$ cat config.mk
export PLATFORM = sky130hd
export DESIGN_NAME = rud_stage
export DESIGN_NICKNAME = d
export VERILOG_FILES = /design/src/rtl/rud_pkg.sv /design/src/rtl/rud_stage.sv
export SDC_FILE = /design/constraint.sdc
export NUM_CORES = 1
export LEC_CHECK = 0
export BUFFER_PORTS_ARGS = -buffer_cell sky130_fd_sc_hd__buf_4
export CAP_MARGIN = 20
export CORE_MARGIN = 3
export CORE_UTILIZATION = 35
export CTS_BUF_LIST = sky130_fd_sc_hd__clkbuf_4
export DETAILED_ROUTE_END_ITERATION = 10
export PLACE_DENSITY_LB_ADDON = 0.2
export SYNTH_ARGS = -nofsm -noshare
export SYNTH_HDL_FRONTEND = slang
export SYNTH_SLANG_ARGS = --single-unit
$ cat constraint.sdc
create_clock -name i_clk -period 2.7 [get_ports i_clk]
set_clock_uncertainty 0.1 [all_clocks]
set_input_delay 0.27 -clock i_clk [delete_from_list [all_inputs] [get_ports i_clk]]
set_output_delay 0.27 -clock i_clk [all_outputs]
set_load 0.01 [all_outputs]
$ cat src/rtl/rud_pkg.sv
package rud_pkg;

    // operand and result width
    localparam int DATA_WIDTH = 32;

    // word carried down the pipeline
    typedef struct packed {
        logic [DATA_WIDTH-1:0] rem;  // partial remainder
        logic [DATA_WIDTH-1:0] nq;   // dividend bits still to use on top, quotient bits below
        logic [DATA_WIDTH-1:0] div;  // divisor
    } t_rud_word;

endpackage

$ cat src/rtl/rud_stage.sv
module rud_stage
    import rud_pkg::*;
(
    input  logic      i_clk,
    input  logic      i_rst_n,
    input  logic      i_valid,
    input  t_rud_word i_word,
    output logic      o_valid,
    output t_rud_word o_word
);

    logic                  r_valid;
    t_rud_word             r_word;
    t_rud_word             n_word;
    logic [DATA_WIDTH-1:0] shifted;
    logic [DATA_WIDTH+1:0] diff;
    logic                  fit;

    // shift in the next dividend bit, trial subtract on W+2 bits
    always_comb begin
        shifted      = {i_word.rem[DATA_WIDTH-2:0], i_word.nq[DATA_WIDTH-1]};
        diff         = {1'b0, i_word.rem[DATA_WIDTH-1], shifted}
                     - {2'b00, i_word.div};
        fit          = ~diff[DATA_WIDTH+1];
        n_word.rem   = fit ? diff[DATA_WIDTH-1:0] : shifted;
        n_word.nq    = {i_word.nq[DATA_WIDTH-2:0], fit};
        n_word.div   = i_word.div;
    end

    always_ff @(posedge i_clk) begin
        if (!i_rst_n) begin
            r_valid <= 1'b0;
        end else begin
            r_valid <= i_valid;
        end
    end

    // payload needs no reset
    always_ff @(posedge i_clk) begin
        r_word <= n_word;
    end

    assign o_valid = r_valid;
    assign o_word  = r_word;

endmodule
* After elaboration in Yosys (flattened, before gate mapping) *
Index checks and enable logic that the tools add are counted.

operators by class
  add/subtract/negate cells = 1
  multipliers = 0
  divide/modulo/power cells = 0
  order comparisons = 0
  equal/unequal tests = 0
  shifts and indexed selects = 0
  multiplexer cells = 1
  bitwise gates (word level) = 1
  reductions and logical operators = 0

operators with widths
  kind            count
  $sub 33x32->34  1
  $mux 32         1
  $not 1->1       1

word-level totals
  register bits after elaboration = 97
  latch bits = 0
  memory bits (writable) = 0
  bits in read-only memories = 0
  input bits = 99
  output and inout port bits = 97
  logic and storage cells = 7
  memories kept = 0

* Logic depth before layout (Yosys ltp) *
Gate-level depths: netlist of run 1.

  depth in word-level cells = 2
  depth in mapped cells = 12
  gate-level depth less buffers = 12

* Worst setup path after synthesis of run 1 *
Ideal clock, no wire load.

  kind = in2reg
  from = in i_word[63] (netlist name)
  to = reg r_word (netlist bit o_word[92])
  arrival time = 2663 ps
  data required time = 2479 ps
  path slack = -185 ps
  stages = 12
  buffers on the path = 0
  cell sequence = inv_1 ha_1 inv_1 fa_1 a211oi_1 o211a_1 o31ai_1 o41a_1 a41oi_1 o21ai_0 a21boi_0 mux2_4

RTL lines
  item                  line             source
  start, declared       rud_stage.sv:7   input t_rud_word i_word,
  end signal, assigned  rud_stage.sv:40  r_word <= n_word;
  end, declared         rud_stage.sv:13  t_rud_word r_word;

==> flow_metrics.env, run 1 <==
export IMPL_synth_nets=551
export IMPL_synth_xor_area_share_pct=4.83
export IMPL_setup_viol=0
export IMPL_grt_pass1_vias=4544
export IMPL_nNetsFinal=892
export IMPL_status="finished clean"
export IMPL_port_buffers=195
export IMPL_synth_compound_area_share_pct=15.7
export IMPL_p_int_mw=2.72
export IMPL_p_leak_nw=3.75
export IMPL_synthMuxAreaShare_pct=10.5
export IMPL_viasPerCell=4.64
export IMPL_synth_top_family_by_area="compound AO/OA/AOI/OAI gates"
export IMPL_syn_avg_cell_area_um2=10.4
export IMPL_path_class="in -> reg"
export IMPL_die_y_um=118
export IMPL_pre_cts_slack_ps=-289
export IMPL_holdCritPathClass="in -> reg"
export IMPL_synth_commonest_cells="dfxtp_1 (97), inv_1 (41), a21oi_1 (32), ha_1 (32), mux2_4 (25)"
export IMPL_grt_max_degree=19
export IMPL_grt_pass1_wl_um=22200
export IMPL_min_period_ps=2690
export IMPL_min_to="o_word[64]"
export IMPL_synth_ff_type="dfxtp_1"
export IMPL_yosysMostFrequentCell="dfxtp_1"
export IMPL_firstDrtPassIters=4
export IMPL_vdd_ir_drop_max_v=0.000207
export IMPL_whs_path_depth=4
export IMPL_grt_usage_pct=19.6
export IMPL_final_setup_worst_slack_ps=5.84
export IMPL_syn_area_um2=4360
export IMPL_antenna_found_initial=0
export IMPL_slew_violations=0
export IMPL_synthTopCellsByArea="dfxtp_1 (45%), ha_1 (9.2%), mux2_4 (8.6%)"
export IMPL_clkTransAtPathRegs_ps=150
export IMPL_switching_share_pct=30.3
export IMPL_worst_path_max_fanout=8
export IMPL_min_period_over_period_pct=99.8
export IMPL_worstMarginPinSlew_ps=508
export IMPL_wl_um=13800
export IMPL_yosys_register_bits=97
export IMPL_synth_simple_area_share_pct=9.31
export IMPL_insertedDiodeCount=0
export IMPL_synthDistinctLibCells=53
export IMPL_yosys_area_share_adder_pct=9.65
export IMPL_syn_inst=419
export IMPL_powerDensity_nw_per_um2=504
export IMPL_gp_congestion=0.863
export IMPL_cts_sinks=97
export IMPL_ys_async_sr_fraction_pct=0
export IMPL_die_w_um=118
export IMPL_htreeDepth=3
export IMPL_p_sw_mw=1.18
export IMPL_drt_iter0_markers=218
export IMPL_final_cell_area_um2=7760
export IMPL_cts_tree="yes"
export IMPL_slew_headroom_pct=65.2
export IMPL_yosysWarnings=0
export IMPL_area_growth_pct=78.1
export IMPL_yosys_area_top_type="dfxtp_1"
export IMPL_drive_gt1_share_pct=41.7
export IMPL_grt_overflow=0
export IMPL_cts_buffers=9
export IMPL_dieArea_um2=13800
export IMPL_placed_cells=815
export IMPL_antenna_left=0
export IMPL_io_pin_count=196
export IMPL_place_area_um2=6390
export IMPL_fillCellCount=1016
export IMPL_power_frac_seq_pct=41.9
export IMPL_place_hpwl_um=9890
export IMPL_instances_no_fill=933
export IMPL_wl_per_cell_um=14.8
export IMPL_initial_core_util_pct=36.0
export IMPL_hold_viol=0
export IMPL_core_area_um2=12100
export IMPL_rows=40
export IMPL_synth_edf_count=0
export IMPL_root_buffer="clkbuf_4"
export IMPL_yosysTopAreaCellShare_pct=44.6
export IMPL_end_kind="flip-flop"
export IMPL_worstPathArrival_ps=2960
export IMPL_via_count=4326
export IMPL_clock_fmax_mhz=371
export IMPL_yosysSeqAreaShare_pct=44.6
export IMPL_drcViolationCount=0
export IMPL_comb_power_share_pct=36.3
export IMPL_start_kind="input port"
export IMPL_cp_startpoint="i_word[72]"
export IMPL_clock_path_buffers=2
export IMPL_cp_required_ps=2970
export IMPL_hp_start="i_word[63]"
export IMPL_drv_cap=0
export IMPL_clkPwrFrac_pct=21.7
==> how the worst max path moves through the flow <==
stage	end	slack [ps]
final	o_word[77]	6
after CTS	o_word[66]	40
after floorplan	o_word[67]	-30
after global routing	o_word[75]	-6
after global placement	o_word[92]	-220
after detailed placement	o_word[92]	-290
==> cells by family after synthesis <==
| group | Yosys count |
|---|---|
| AOI/OAI and AO/OA | 102 |
| xor gates and xnor gates | 24 |
| adders and majority gates | 33 |
| buffers and inverters | 49 |
| DFF | 97 |
| muxes | 33 |
| and+or+nand+nor | 81 |
==> cell usage in the layout (no fill, tap or decap), drive strengths merged, types with 3 or more instances in the layout <==
cell and n:
nand4 6, clkbuf 12, dlymetal6s4s 5, inv 46, a31oi 4, nor2b 3
dfxtp 97, xor2 7, nand3 5, mux2 27, nand2 23, nand2b 4
mux2i 6, buf 236, o31ai 5, o21ai 18, and3 6, or2 3
a21o 7, xnor2 17, a21oi 33, nor2 16, ha 32, or3 3
o21a 6, o21bai 4, dlygate4sd3 94, a211oi 5, nor3 6, o211ai 4
==> flip-flops by register name, indices dropped and copies added, names as in the netlist <==
signal	count
o_word	96
o_valid	1
==> critical path, stage by stage <==
cell and delay, ps:
dlygate4sd3_1 560, buf_4 160, ha_4 280, nand2_2 70, or4_4 440, o21bai_4 150, a21oi_2 80, a31oi_4 390
clkbuf_16 260, mux2_4 300
==> power groups by stage <==
stage	clock (mW)	combinational [mW]	sequential (mW)
floorplan	0	0.591	1.75
global placement	0	1.21	1.67
detailed placement	0	1.23	1.67
CTS	0.884	1.35	1.64
global route	0.943	1.54	1.65
finish	0.848	1.42	1.64
==> repair_timing <==
item                                    4_1_cts  5_1_grt
setup buffers                                 0        2
resized for setup                             0       30
endpoints found under the setup margin        0        9
endpoints found under the hold margin        95        3
hold buffers                                 96        3
==> cell type report <==
| class | instances | area (um2) | area share (%) |
|---|---|---|---|
| clock inverters | 7 | 82.6 | 1.06 |
| multi-input cells | 273 | 2410 | 31.1 |
| clock buffers | 9 | 67.6 | 0.871 |
| flip-flops and latches | 97 | 1940 | 25.0 |
| well taps | 168 | 210 | 2.71 |
| repair buffers | 338 | 2880 | 37.2 |
| inverters | 41 | 161 | 2.08 |
==> stage by stage <==
step	hold WS, ps	power (mW)	setup TNS, ps	util [%]
floorplan	198	2.34	-586	-
global placement	275	2.88	-3130	52.8
detailed placement	276	2.90	-5540	52.8
CTS	13.3	3.87	0	62.0
global route	43.9	4.14	-16.2	64.0
finish	74.2	3.91	0	64.0
==> per-layer routing <==
layer  vias to the layer above  GRT usage, %  wire length (um)
met4                         0          4.54               116
li1                       2162             -                 -
met3                         9          6.05               829
met5                         -             0                 0
met2                       135          35.7              7070
met1                      2020          22.4              5800
Note: power is estimated with default switching activity, not from simulation.
==> run 2, diff against run 1 <==
--- a/config.mk
+++ b/config.mk
@@ -11,7 +11,7 @@
 export CORE_UTILIZATION = 35
 export CTS_BUF_LIST = sky130_fd_sc_hd__clkbuf_4
 export DETAILED_ROUTE_END_ITERATION = 10
-export PLACE_DENSITY_LB_ADDON = 0.2
+export PLACE_DENSITY = 0.68
 export SYNTH_ARGS = -nofsm -noshare
 export SYNTH_HDL_FRONTEND = slang
 export SYNTH_SLANG_ARGS = --single-unit
==> flow_metrics.env, run 2 (same netlist as run 1, synthesis figures left out) <==
export IMPL_status="finished clean"
export IMPL_min_period_over_period_pct=98.7
export IMPL_grt_pass1_wl_um=22800
export IMPL_drive_gt1_share_pct=41.6
export IMPL_path_class="in -> reg"
export IMPL_placed_cells=816
export IMPL_antenna_left=0
export IMPL_firstDrtPassIters=4
export IMPL_cp_slowest_cell="dlygate4sd3_1"
export IMPL_end_kind="flip-flop"
export IMPL_area_growth_pct=75.9
export IMPL_hold_viol=0
export IMPL_nNetsFinal=892
export IMPL_port_buffers=195
export IMPL_grt_pass1_vias=4613
export IMPL_slew_violations=0
export IMPL_vdd_ir_drop_max_v=0.000268
export IMPL_p_leak_nw=3.69
export IMPL_antenna_found_initial=1
export IMPL_pre_cts_slack_ps=-285
export IMPL_holdWs_ps=58.1
export IMPL_worstPathArrival_ps=2950
export IMPL_root_buffer="clkbuf_4"
export IMPL_drv_cap=0
export IMPL_place_area_um2=6390
export IMPL_clock_path_buffers=2
export IMPL_cts_sinks=97
export IMPL_final_cell_area_um2=7660
export IMPL_initial_core_util_pct=36.0
export IMPL_final_setup_worst_slack_ps=35.9
export IMPL_wl_um=14200
export IMPL_wl_per_cell_um=15.2
export IMPL_cp_required_ps=2980
export IMPL_die_w_um=118
export IMPL_core_area_um2=12100
export IMPL_grt_overflow=0
export IMPL_clkTransAtPathRegs_ps=160
export IMPL_clock_fmax_mhz=375
export IMPL_largest_register_ffs=96
export IMPL_via_count=4352
export IMPL_final_cell_mix="buf_4 (237), dfxtp_1 (97), dlygate4sd3_1 (96)"
export IMPL_htreeDepth=3
export IMPL_place_hpwl_um=9910
export IMPL_dieArea_um2=13800
export IMPL_min_period_ps=2660
export IMPL_grt_usage_pct=20.4
export IMPL_holdCritPathClass="in -> reg"
export IMPL_start_kind="input port"
export IMPL_final_common_cell="buf_4"
export IMPL_viasPerCell=4.66
export IMPL_rows=40
export IMPL_cts_buffers=9
export IMPL_slew_headroom_pct=71.7
export IMPL_crit_path_max_incr_delay_ps=560
export IMPL_drt_iter0_markers=198
export IMPL_worstMarginPinSlew_ps=421
export IMPL_die_y_um=118
export IMPL_crit_chain="dlygate4sd3_1 > buf_4 > inv_1 > ha_1 > nand2_1 > or4_4 > o21bai_4 > a21oi_2 > a31oi_4 > buf_12 > buf_12 > mux2_4"
export IMPL_powerDensity_nw_per_um2=509
export IMPL_io_pin_count=196
export IMPL_cpMostUsedCell="buf_12"
export IMPL_setup_viol=0
export IMPL_grt_max_degree=20
export IMPL_instances_no_fill=934
export IMPL_gp_congestion=0.875
export IMPL_cts_tree="yes"
export IMPL_worst_path_max_fanout=8
export IMPL_drcViolationCount=0
run 2: power breakdown:
group,internal [mW],switching (mW)
sequential,1.59,0.0494
clock,0.309,0.559
combinational,0.813,0.580
total,2.71,1.19
run 2: final timing paths:
path | from | end | slack (ps) | cells past startpoint
hold / removal | i_word[63] | o_word[64] | 60 | 4
setup / recovery | i_word[9] | o_word[76] | 40 | 12
run 2: worst max-delay path, delay by kind of cell:
| family | cells | cell delay [ps] |
|---|---|---|
| buffers and inverters | 5 | 1030 |
| AND/OR/NAND/NOR | 2 | 570 |
| AO/OA/AOI/OAI | 3 | 470 |
| adder cells (fa/ha/maj) | 1 | 320 |
| multiplexers | 1 | 290 |
run 2: final cells by class:
cell class                 instances  area [um2]
timing repair buffer             338        2830
antenna                            1        2.50
multi-input combinational        273        2360
sequential                        97        1940
inverter                          41         161
clock inverter                     7        93.8
clock buffer                       9        67.6
fill                            1001        4450
tap                              168         210
run 2: metal layers:
layer  wire (um)  GRT usage [%]
met1        5560           21.8
met2        7420           37.9
met3         861           6.01
met4         318           7.25
met5           0              0
run 2: per-stage QoR:
step | utilization (%) | total power [mW] | setup TNS [ps]
2_1_floorplan | - | 2.34 | -586
3_3_place_gp | 52.7 | 2.88 | -2770
3_5_place_dp | 52.7 | 2.89 | -4100
4_1_cts | 62.0 | 3.89 | 0
5_1_grt | 63.3 | 4.13 | -29.9
6_report | 63.3 | 3.90 | 0
run 2: timing repair:
item,CTS,global route
endpoints found under the setup margin,0,29
hold endpoints to repair,95,0
resized for setup,0,23
hold buffers,96,0
buffers inserted,0,5
==> run 3, diff against run 2 <==
--- a/config.mk
+++ b/config.mk
@@ -5,13 +5,15 @@
 export SDC_FILE = /design/constraint.sdc
 export NUM_CORES = 1
 export LEC_CHECK = 0
+export ABC_AREA = 1
 export BUFFER_PORTS_ARGS = -buffer_cell sky130_fd_sc_hd__buf_4
 export CAP_MARGIN = 20
 export CORE_MARGIN = 3
 export CORE_UTILIZATION = 35
 export CTS_BUF_LIST = sky130_fd_sc_hd__clkbuf_4
+export CTS_CLUSTER_DIAMETER = 80
 export DETAILED_ROUTE_END_ITERATION = 10
-export PLACE_DENSITY = 0.68
+export PLACE_DENSITY = 0.66
 export SYNTH_ARGS = -nofsm -noshare
 export SYNTH_HDL_FRONTEND = slang
 export SYNTH_SLANG_ARGS = --single-unit
==> flow_metrics.env, run 3 <==
export IMPL_syn_area_um2=5090
export IMPL_setup_viol=0
export IMPL_grt_max_degree=35
export IMPL_via_count=5354
export IMPL_grt_usage_pct=19.9
export IMPL_synth_nets=870
export IMPL_yosysSeqAreaShare_pct=38.2
export IMPL_comb_power_share_pct=33.2
export IMPL_instances_no_fill=1220
export IMPL_vdd_ir_drop_max_v=0.000292
export IMPL_ys_async_sr_fraction_pct=0
export IMPL_antenna_found_initial=0
export IMPL_power_frac_seq_pct=43.6
export IMPL_synthDistinctLibCells=30
export IMPL_min_period_over_period_pct=92.6
export IMPL_final_common_cell="nand2_1"
export IMPL_start_kind="input port"
export IMPL_viasPerCell=4.39
export IMPL_yosysWarnings=0
export IMPL_worstMarginPinSlew_ps=320
export IMPL_wl_um=15900
export IMPL_powerDensity_nw_per_um2=472
export IMPL_largest_register_ffs=96
export IMPL_status="finished clean"
export IMPL_grt_overflow=0
export IMPL_dieArea_um2=16000
export IMPL_yosysTopAreaCellShare_pct=38.2
export IMPL_p_sw_mw=1.23
export IMPL_p_int_mw=2.48
export IMPL_cp_required_ps=2990
export IMPL_root_buffer="clkbuf_4"
export IMPL_syn_avg_cell_area_um2=6.89
export IMPL_drcViolationCount=0
export IMPL_fillCellCount=1371
export IMPL_yosysMostFrequentCell="nand2_1"
export IMPL_htreeDepth=3
export IMPL_hold_viol=0
export IMPL_syn_inst=738
export IMPL_end_kind="flip-flop"
export IMPL_holdCritPathClass="in -> reg"
export IMPL_clock_path_buffers=2
export IMPL_nNetsFinal=1167
export IMPL_place_hpwl_um=11800
export IMPL_drt_iter0_markers=179
export IMPL_final_cell_mix="nand2_1 (265), buf_4 (198), inv_1 (143)"
export IMPL_p_leak_nw=4.39
export IMPL_synth_commonest_cells="nand2_1 (265), inv_1 (143), dfxtp_1 (97), nand3_1 (58), nor2_1 (40)"
export IMPL_area_growth_pct=54.4
export IMPL_placed_cells=1107
export IMPL_regArea_um2=1940
export IMPL_clock_fmax_mhz=400
export IMPL_synth_ff_type="dfxtp_1"
export IMPL_worst_path_max_fanout=4
export IMPL_insertedDiodeCount=0
export IMPL_wl_per_cell_um=13.0
export IMPL_firstDrtPassIters=4
export IMPL_cts_sinks=97
export IMPL_antenna_left=0
export IMPL_core_area_um2=14000
export IMPL_drv_cap=0
export IMPL_rsz0062_at_grt="no"
export IMPL_cts_tree="yes"
export IMPL_port_buffers=195
export IMPL_rows=43
export IMPL_die_w_um=127
export IMPL_worstPathArrival_ps=2790
export IMPL_post_cts_resized=0
export IMPL_cts_buffers=9
export IMPL_gp_congestion=0.926
export IMPL_clkTransAtPathRegs_ps=170
export IMPL_synthTopCellsByArea="dfxtp_1 (38%), nand2_1 (20%), inv_1 (11%)"
export IMPL_holdWs_ps=316
export IMPL_yosys_register_bits=97
export IMPL_setup_tns_ps=0
export IMPL_path_class="in -> reg"
export IMPL_drive_gt1_share_pct=23.5
export IMPL_initial_core_util_pct=36.2
export IMPL_grt_pass1_vias=5459
export IMPL_grt_pass1_wl_um=26000
export IMPL_synth_edf_count=0
export IMPL_min_period_ps=2500
export IMPL_slew_violations=0
export IMPL_switching_share_pct=33.3
export IMPL_die_y_um=127
export IMPL_io_pin_count=196
export IMPL_yosys_area_top_type="dfxtp_1"
export IMPL_multi_input_area_um2=2520
export IMPL_slew_headroom_pct=78.5
export IMPL_clkPwrFrac_pct=23.2
-- run 3: worst paths after layout --
path / start / end / slack [ps] / cells after the start
worst max-delay path: i_word[63] / o_word[92] / 200 / 16
worst min-delay path: i_word[95] / o_word[32] / 320 / 5
-- run 3: repair_timing --
item,CTS,global route
hold buffers,97,0
setup buffers,0,0
endpoints found under the hold margin,96,0
endpoints found under the setup margin,0,0
-- run 3: cells by family (layout without fill, tap and decap cells) --
group	after synthesis	in the layout	share of synthesized area [%]
AND/OR/NAND/NOR	415	415	36.2
XOR/XNOR	15	15	2.58
AO/OA/AOI/OAI	23	23	2.48
buffers and inverters	155	457	12.3
adder cells (fa/ha/maj)	33	33	8.27
flip-flops	97	97	38.2
-- run 3: worst max-delay path, stage by stage --
cell and delay, ps:
dlygate4sd3_1 530, buf_4 130, inv_1 60, ha_1 140
inv_1 90, fa_1 480, nand3_1 130, nand3_1 170
nand2_1 100, nand2_1 130, nand2_1 100, nand2_1 110
nand2_1 130, nand3_1 90, nand3_2 80, nand2_1 50
-- run 3: per-stage QoR --
stage	total power, mW	util (%)	worst slack, ps	cell area (um2)
global route	3.97	55.9	73.7	7850
finish	3.71	55.9	200	7850
CTS	3.76	55.9	247	7850
global placement	2.75	47.9	249	6720
detailed placement	2.76	47.9	263	6720
floorplan	2.27	-	808	5090
-- run 3: final cells by class --
cell class	count	area share (%)
inverter	146	6.98
clock buffer	9	0.860
multi-input combinational	486	32.1
clock inverter	7	1.18
timing repair buffer	295	31.3
tap	180	2.87
sequential	97	24.7
-- run 3: power by group through the flow --
stage | sequential [mW] | clock [mW] | combinational [mW]
after global routing | 1.64 | 0.962 | 1.37
after CTS | 1.62 | 0.910 | 1.23
after global placement | 1.65 | 0 | 1.11
after detailed placement | 1.65 | 0 | 1.11
after floorplan | 1.73 | 0 | 0.544
final | 1.62 | 0.859 | 1.23
-- run 3: per-layer routing --
layer | global-route usage, % | up-vias | part of all wire [%]
met2 | 34.9 | 144 | 47
met3 | 4.93 | 11 | 6.4
met1 | 24.6 | 2370 | 45
met4 | 4.67 | 0 | 1.1
li1 | - | 2829 | -
met5 | 0 | - | 0
